## src/sv/batch_integer_sorter_unit_macros.svh

```systemverilog
// assertion macros used by the batch integer sorter rtl
`ifndef BATCH_INTEGER_SORTER_UNIT_MACROS_SVH
`define BATCH_INTEGER_SORTER_UNIT_MACROS_SVH

// antecedent implies consequent in the same cycle
`define BISU_ASSERT_IMPL(label, clk, rst_n, ante, cons, msg) \
	label: assert property (@(posedge clk) disable iff (!rst_n) (ante) |-> (cons)) \
		else $error(msg);

// condition never holds
`define BISU_ASSERT_NEVER(label, clk, rst_n, cond, msg) \
	label: assert property (@(posedge clk) disable iff (!rst_n) !(cond)) \
		else $error(msg);

`endif

```

## src/sv/bisu_pkg.sv

```systemverilog
// package with sizes, slot type, control type and controller states of the batch sorter
`timescale 1ns / 1ps
package bisu_pkg;
	localparam int BATCH_SIZE = 32;
	localparam int VAL_W      = 32;
	localparam int CNT_W      = $clog2(BATCH_SIZE + 1);
	localparam int SETTLE_W   = $clog2(BATCH_SIZE + 1);

	typedef struct packed {
		logic                    vld;
		logic signed [VAL_W-1:0] val;
	} bisu_slot_t;

	typedef struct packed {
		logic shift;
	} bisu_ctl_t;

	typedef enum logic [2:0] {
		ST_LOAD   = 3'b001,
		ST_SETTLE = 3'b010,
		ST_DRAIN  = 3'b100
	} bisu_state_t;
endpackage

```

## src/sv/batch_integer_sorter_unit.sv

```systemverilog
// top level of the batch integer sorter: cell chain, controller, output register
// timing: a batch loads at one value per cycle; after the closing transfer the controller
//   waits in ST_SETTLE for values in flight to land, then ST_DRAIN moves one sorted value
//   per cycle into the output register while result_stall is low
// a new batch is not taken until the last one has drained; the settle wait is set by
//   the travel time of a value down the chain of BATCH_SIZE cells
// reset: arst_n clears the chain valid bits, counters, state and output valid
`timescale 1ns / 1ps
`include "batch_integer_sorter_unit_macros.svh"
module batch_integer_sorter_unit import bisu_pkg::*; (
	input  logic                    clk,
	input  logic                    arst_n,
	input  logic                    item_valid,
	output logic                    item_stall,
	input  logic signed [VAL_W-1:0] value,
	input  logic                    last,
	output logic                    result_valid,
	input  logic                    result_stall,
	output logic signed [VAL_W-1:0] sorted_value,
	output logic                    final_res,
	output logic                    overflow
);
	bisu_state_t             state_q;
	logic [CNT_W-1:0]        count_q;       // values held in the current batch
	logic                    dropped_q;     // a value of this batch was dropped
	logic                    batch_ovf_q;   // overflow flag of the batch being drained
	logic [SETTLE_W-1:0]     settle_q;
	logic                    out_vld_q;
	logic signed [VAL_W-1:0] out_val_q;
	logic                    out_final_q;
	logic                    out_ovf_q;

	logic       take;
	logic       full;
	logic       drain_go;
	logic       fwd_any;
	bisu_ctl_t  ctl;
	bisu_slot_t ins   [BATCH_SIZE+1];
	bisu_slot_t held  [BATCH_SIZE];
	bisu_slot_t right [BATCH_SIZE];
	logic [BATCH_SIZE-1:0] fwd_vlds;

	// input side: one transfer per cycle while loading
	assign item_stall = (state_q != ST_LOAD);
	assign take       = item_valid && !item_stall;
	assign full       = (count_q == CNT_W'(BATCH_SIZE));

	// values enter cell 0 directly; a value past capacity never enters
	assign ins[0] = '{vld: take && !full, val: value};

	// draining moves the whole chain one cell left when the output register is free
	assign drain_go  = (state_q == ST_DRAIN) && (!out_vld_q || !result_stall);
	assign ctl.shift = drain_go;

	generate
		for (genvar i = 0; i < BATCH_SIZE; i++) begin : g_cell
			if (i == BATCH_SIZE - 1) begin : g_end
				assign right[i] = '{vld: 1'b0, val: held[i].val};
			end else begin : g_mid
				assign right[i] = held[i+1];
			end
			bisu_cell u_cell (
				.clk        (clk),
				.arst_n     (arst_n),
				.ctl        (ctl),
				.ins_in     (ins[i]),
				.right_held (right[i]),
				.held       (held[i]),
				.ins_out    (ins[i+1])
			);
			assign fwd_vlds[i] = ins[i+1].vld;
		end
	endgenerate

	assign fwd_any = |fwd_vlds;

	// controller: load, wait for values in flight to land, then drain
	always_ff @(posedge clk or negedge arst_n) begin
		if (!arst_n) begin
			state_q     <= ST_LOAD;
			count_q     <= '0;
			dropped_q   <= 1'b0;
			batch_ovf_q <= 1'b0;
			settle_q    <= '0;
		end else begin
			case (state_q)
				ST_LOAD: begin
					if (take) begin
						if (last) begin
							state_q     <= ST_SETTLE;
							settle_q    <= SETTLE_W'(BATCH_SIZE);
							batch_ovf_q <= dropped_q || full;
							count_q     <= '0;
							dropped_q   <= 1'b0;
						end else if (full) begin
							dropped_q <= 1'b1;
						end else begin
							count_q <= count_q + CNT_W'(1);
						end
					end
				end
				ST_SETTLE: begin
					if (settle_q == '0) begin
						state_q <= ST_DRAIN;
					end else begin
						settle_q <= settle_q - SETTLE_W'(1);
					end
				end
				ST_DRAIN: begin
					// the chain is packed from cell 0, so an empty cell 1 marks the end
					if (drain_go && !held[1].vld) begin
						state_q <= ST_LOAD;
					end
				end
				default: begin
					state_q <= ST_LOAD;
				end
			endcase
		end
	end

	// output register parts the drain from the result stall
	always_ff @(posedge clk or negedge arst_n) begin
		if (!arst_n) begin
			out_vld_q <= 1'b0;
		end else if (drain_go) begin
			out_vld_q <= 1'b1;
		end else if (!result_stall) begin
			out_vld_q <= 1'b0;
		end
	end

	always_ff @(posedge clk) begin
		if (drain_go) begin
			out_val_q   <= held[0].val;
			out_final_q <= !held[1].vld;
			out_ovf_q   <= batch_ovf_q;
		end
	end

	assign result_valid = out_vld_q;
	assign sorted_value = out_val_q;
	assign final_res    = out_final_q;
	assign overflow     = out_ovf_q;

	`BISU_ASSERT_NEVER(a_count_range, clk, arst_n, count_q > CNT_W'(BATCH_SIZE), "count past capacity")
	`BISU_ASSERT_NEVER(a_no_spill, clk, arst_n, ins[BATCH_SIZE].vld, "value fell off the chain end")
	`BISU_ASSERT_NEVER(a_settled, clk, arst_n, (state_q == ST_DRAIN) && fwd_any, "drain with value in flight")
	`BISU_ASSERT_IMPL(a_drain_nonempty, clk, arst_n, state_q == ST_DRAIN, held[0].vld, "drain on empty chain")
endmodule

```

## src/sv/bisu_cell.sv

```systemverilog
// one compare-and-swap cell of the sorting chain
`timescale 1ns / 1ps
module bisu_cell import bisu_pkg::*; (
	input  logic       clk,
	input  logic       arst_n,
	input  bisu_ctl_t  ctl,
	input  bisu_slot_t ins_in,
	input  bisu_slot_t right_held,
	output bisu_slot_t held,
	output bisu_slot_t ins_out
);
	logic                    held_vld_q;
	logic signed [VAL_W-1:0] held_val_q;
	logic                    fwd_vld_q;
	logic signed [VAL_W-1:0] fwd_val_q;
	bisu_slot_t              nxt_held;
	bisu_slot_t              pass;

	assign held    = '{vld: held_vld_q, val: held_val_q};
	assign ins_out = '{vld: fwd_vld_q, val: fwd_val_q};

	// smaller value stays, larger moves on; ties keep the earlier value here
	always_comb begin
		nxt_held = held;
		pass     = '{vld: 1'b0, val: ins_in.val};
		if (ins_in.vld) begin
			if (!held_vld_q) begin
				nxt_held = ins_in;
			end else if (ins_in.val < held_val_q) begin
				nxt_held = ins_in;
				pass     = held;
			end else begin
				pass = ins_in;
			end
		end
	end

	always_ff @(posedge clk or negedge arst_n) begin
		if (!arst_n) begin
			held_vld_q <= 1'b0;
			fwd_vld_q  <= 1'b0;
		end else if (ctl.shift) begin
			held_vld_q <= right_held.vld;
			fwd_vld_q  <= 1'b0;
		end else begin
			held_vld_q <= nxt_held.vld;
			fwd_vld_q  <= pass.vld;
		end
	end

	always_ff @(posedge clk) begin
		if (ctl.shift) begin
			held_val_q <= right_held.val;
		end else begin
			held_val_q <= nxt_held.val;
		end
		fwd_val_q <= pass.val;
	end
endmodule

```

## config.mk

```make
export PLATFORM = sky130hd
export DESIGN_NAME = batch_integer_sorter_unit
export DESIGN_NICKNAME = d
export VERILOG_FILES = /design/src/sv/bisu_pkg.sv /design/src/sv/batch_integer_sorter_unit.sv /design/src/sv/bisu_cell.sv
export VERILOG_INCLUDE_DIRS = /design/src /design/src/sv
export SDC_FILE = /design/constraint.sdc
export NUM_CORES = 2
export LEC_CHECK = 0
export BUFFER_PORTS_ARGS = -buffer_cell sky130_fd_sc_hd__buf_2
export CAP_MARGIN = 25
export CORE_AREA = 2 2 404 487
export DETAILED_ROUTE_END_ITERATION = 8
export DIE_AREA = 0 0 406 489
export PLACE_DENSITY = 0.68
export REMOVE_ABC_BUFFERS = 1
export SLEW_MARGIN = 15
export SYNTH_ARGS = -nofsm -noshare
export SYNTH_HDL_FRONTEND = slang
export SYNTH_SLANG_ARGS = --single-unit
```

## constraint.sdc

```tcl
create_clock -name clk -period 8.3 [get_ports clk]
set_input_delay 0 -clock clk [delete_from_list [all_inputs] [get_ports clk]]
set_output_delay 0 -clock clk [all_outputs]
set_load 0.005 [all_outputs]
```

==> results.ini <==
[route]
detail_route.wl_per_cell_um=18.3
drt_iter0_drc=4667
drc=0
drt-total-wl_mm=227
vias=68600
dr.pass1.iters=5
ant_nets=0
via_per_inst=5.51

[critical_path]
critical_path.cell_chain=nand2b_1, nand2b_4, buf_12, buf_4, buf_4, o21ai_0
crit_arrival_ps=4820
r2r_cells=6
cp_slowest_cell=buf_4
path_delay_family=buffers and inverters
crit_type=reg2reg
critPathLaunch=state_q[0]$_DFFE_PN1P_
r2r-start=state_q[0]$_DFFE_PN1P_
worst-path-max-fanout=135
slowest_delay_ps=890
cp-endpoint=g_cell[13].u_cell.held_val_q[23]$_DFFE_PP_
critPathLaunchType=flip-flop
worst-path-stages=6
r2r_end=g_cell[13].u_cell.held_val_q[23]$_DFFE_PP_
worstPathRequired_ps=8840
crit_buf_inv=3
cp-end-kind=flip-flop
r2r_slack_ps=4020
crit_path_frequent_cell=buf_4

[floorplanning]
ios=73
chipWidth_um=406
rows=178
fp.dieH_um=489
start_util=0.526
core_um2=194000
dieArea_um2=199000

[cells_and_area]
utilization=0.581
layout-drive-gt1-share=0.135
syn2layout_area_growth_pct=10.6
final_nets=10700
n_fill_cell=16200

[grt]
met3_usage=0.0281
gr-total-overflow=0
grt_most_used_layer=met2
grt_max_degree=229
met2_usage=0.407
use_met1=0.288
grtUsageTotal=0.227
grt_pass1_wl_mm=370
grt_pass1_vias=71100
antenna_found_initial=1

[sta]
worstMarginPinSlew_ps=988
rsz0062_at_grt=false
fmax_ghz=0.234
fin_setup_tns_ps=0
slew-limit-headroom=0.341
fin_skew_ps=37.1
hold_viol=0
period_share=0.516
setup_viol=0
fin_crit_ps=4280
slew_violations=0

[clock_network]
cts_tree=built
clock_path_buffers=3
cts_resized=0
clk_latency_ps=850
clk_pin_slew_ps=60
cts_root_buf=clkbuf_16
htreeDepth=4
cts_setup_buffers=0
cts.sinks=2131
cts-buffers-inserted=209

[synthesis]
synth-warning-count=0
ys_seq_area_frac=0.525
async_reset_ff_frac=0.0380
yosysTopAreaCell=edfxtp_1
synth_area_um2=102000
synthTopCellsByArea=edfxtp_1, dfxtp_1, ha_1
synthFlopType=edfxtp_1
synth.distinct_cells=73
synth_edf_count=1058
synth_top_area_frac=0.311
netlist_instances=9561
avgSynthCellArea_um2=10.7
synth_seq_cells=2131

[hold_path]
min_path_cells=5
hold_path.class=in2reg

[power]
leakage_nw=50.4
power_density_nw_per_um2=356
vdd_drop_max_mv=0.240

[placed_design]
dp_hpwl_mm=162
numPortBuffers=72
place.gp.congestion=0.846

[outcome]
status=finished, final reports clean

[flow_run]
max_cap_viol_count=0

-- metrics by stage --
stage	std cells	cell area, um^2	hold WS (ps)	setup slack (ps)	power [mW]
CTS	12400	113000	40.0	4090	40.5
global route	12400	113000	128	3650	43.1
global placement	12000	105000	103	4230	29.9
detailed placement	12000	105000	110	4120	30.5
finish	12400	113000	125	4020	40.2
floorplan	9205	101000	-296	-48470	27.0
-- synth_stat cells (11+ instances only) --
cell       count
a221oi_1      13
nor2_1       177
nor3_1        65
inv_1       1038
or3_1         25
nand2b_1      36
buf_1         14
o21a_1        20
ha_1         996
o21ai_0     1447
buf_2         69
a21oi_1      294
o211ai_1      22
and4_1        23
edfxtp_1    1058
dfrtp_1       80
a31oi_1       13
nand2_1     1333
nor4_1        16
nand4_1      125
a41oi_1       15
nor2b_1       18
mux2_1        68
clkbuf_1     267
nand3_1       57
dfxtp_1      992
o31ai_1       35
mux2_2       790
and3_1        13
and2_1        16
a211oi_1      47
a21o_1       181
a2111oi_0     11
a211o_1       23
-- report_power, final --
| part | internal, mW | switching (mW) | total [mW] | leakage [nW] |
|---|---|---|---|---|
| registers | 15.2 | 2.74 | 17.9 | 19.0 |
| clock network | 5.58 | 4.15 | 9.73 | 3.46 |
| logic | 5.91 | 6.65 | 12.6 | 27.9 |
| total | 26.7 | 13.5 | 40.2 | 50.4 |
-- cells by family (layout without fill, tap and decap cells) --
kind of cell,count (synthesis),after routing,share of synthesized area
compound gates,2214,2214,0.122
mux,867,867,0.0956
simple gates,1949,1949,0.0823
xor+xnor,9,9,0.000771
flops,2131,2131,0.525
fa+ha+maj,996,996,0.122
other cells,0,1,0
buf+inv,1395,1659,0.0525
-- registers in the layout (all words and copies together), names as in the netlist, 3 cells and up --
name and cells:
g_cell.u_cell.held_val_q 1024, g_cell.u_cell.fwd_val_q 992, settle_q 6, state_q 3, count_q 6, g_cell.u_cell.fwd_vld_q 31, g_cell.u_cell.held_vld_q 32, sorted_value 32
-- repair_timing --
action,CTS,global route
setup endpoints to repair,0,0
endpoints found under the hold margin,163,0
hold buffers,75,0
-- layout make-up --
type | count | area, um^2 | share of cell area
Antenna cell | 1 | 2.50 | 0.0000221
Clock buffer | 301 | 6070 | 0.0537
Clock inverter | 94 | 961 | 0.00850
Inverter | 1039 | 3910 | 0.0345
Multi-Input combinational cell | 6035 | 43300 | 0.383
Sequential cell | 2131 | 53700 | 0.475
Tap cell | 2610 | 3270 | 0.0289
Timing Repair Buffer | 225 | 1850 | 0.0164
-- tightest hold or removal path, stage by stage --
cell	delay, ps
dlygate4sd3_1	560
buf_2	160
nor2_1	60
nand4_1	80
o21ai_0	70
-- placed cells by master, fill, tap and decap left out, drive strengths merged, types with 13 or more instances in the layout --
cell / netlist / routed
a21o: 181 / 181
a41oi: 15 / 15
nor2b: 18 / 18
and2: 16 / 16
nand3: 57 / 57
a31oi: 14 / 14
o31ai: 35 / 35
a211oi: 50 / 50
a21oi: 294 / 294
or3: 25 / 25
dfrtp: 80 / 80
mux2: 858 / 858
inv: 1039 / 1046
o21ai: 1450 / 1450
a211o: 23 / 23
a221oi: 13 / 13
dfxtp: 992 / 992
ha: 996 / 996
edfxtp: 1058 / 1058
and4: 23 / 23
and3: 13 / 13
nor2: 177 / 177
o21a: 20 / 20
clkinv: 0 / 66
bufinv: 0 / 16
nand4: 125 / 125
nand2b: 36 / 36
nand2: 1333 / 1333
o211ai: 22 / 22
nor3: 65 / 65
dlygate4sd3: 0 / 74
buf: 89 / 151
clkbuf: 267 / 301
nor4: 16 / 16
-- worst min-delay path by stage --
stage / startpoint / slack, ps / to
2_1_floorplan: arst_n / -300 / batch_ovf_q$_DFFE_PN0P_
3_3_place_gp: arst_n / 100 / g_cell[12].u_cell.held_vld_q$_DFFE_PN0P_
3_5_place_dp: arst_n / 110 / g_cell[12].u_cell.held_vld_q$_DFFE_PN0P_
4_1_cts: last / 40 / count_q[5]$_DFFE_PN0P_
5_1_grt: last / 130 / count_q[5]$_DFFE_PN0P_
6_report: last / 120 / count_q[5]$_DFFE_PN0P_
-- per-layer routing --
| metal | part of all wire | wire [um] |
|---|---|---|
| met5 | 0 | 0 |
| met4 | 0.024 | 5530 |
| met3 | 0.031 | 7060 |
| met2 | 0.51 | 115000 |
| met1 | 0.44 | 99600 |
No activity file was read; power rests on OpenSTA's default activity.
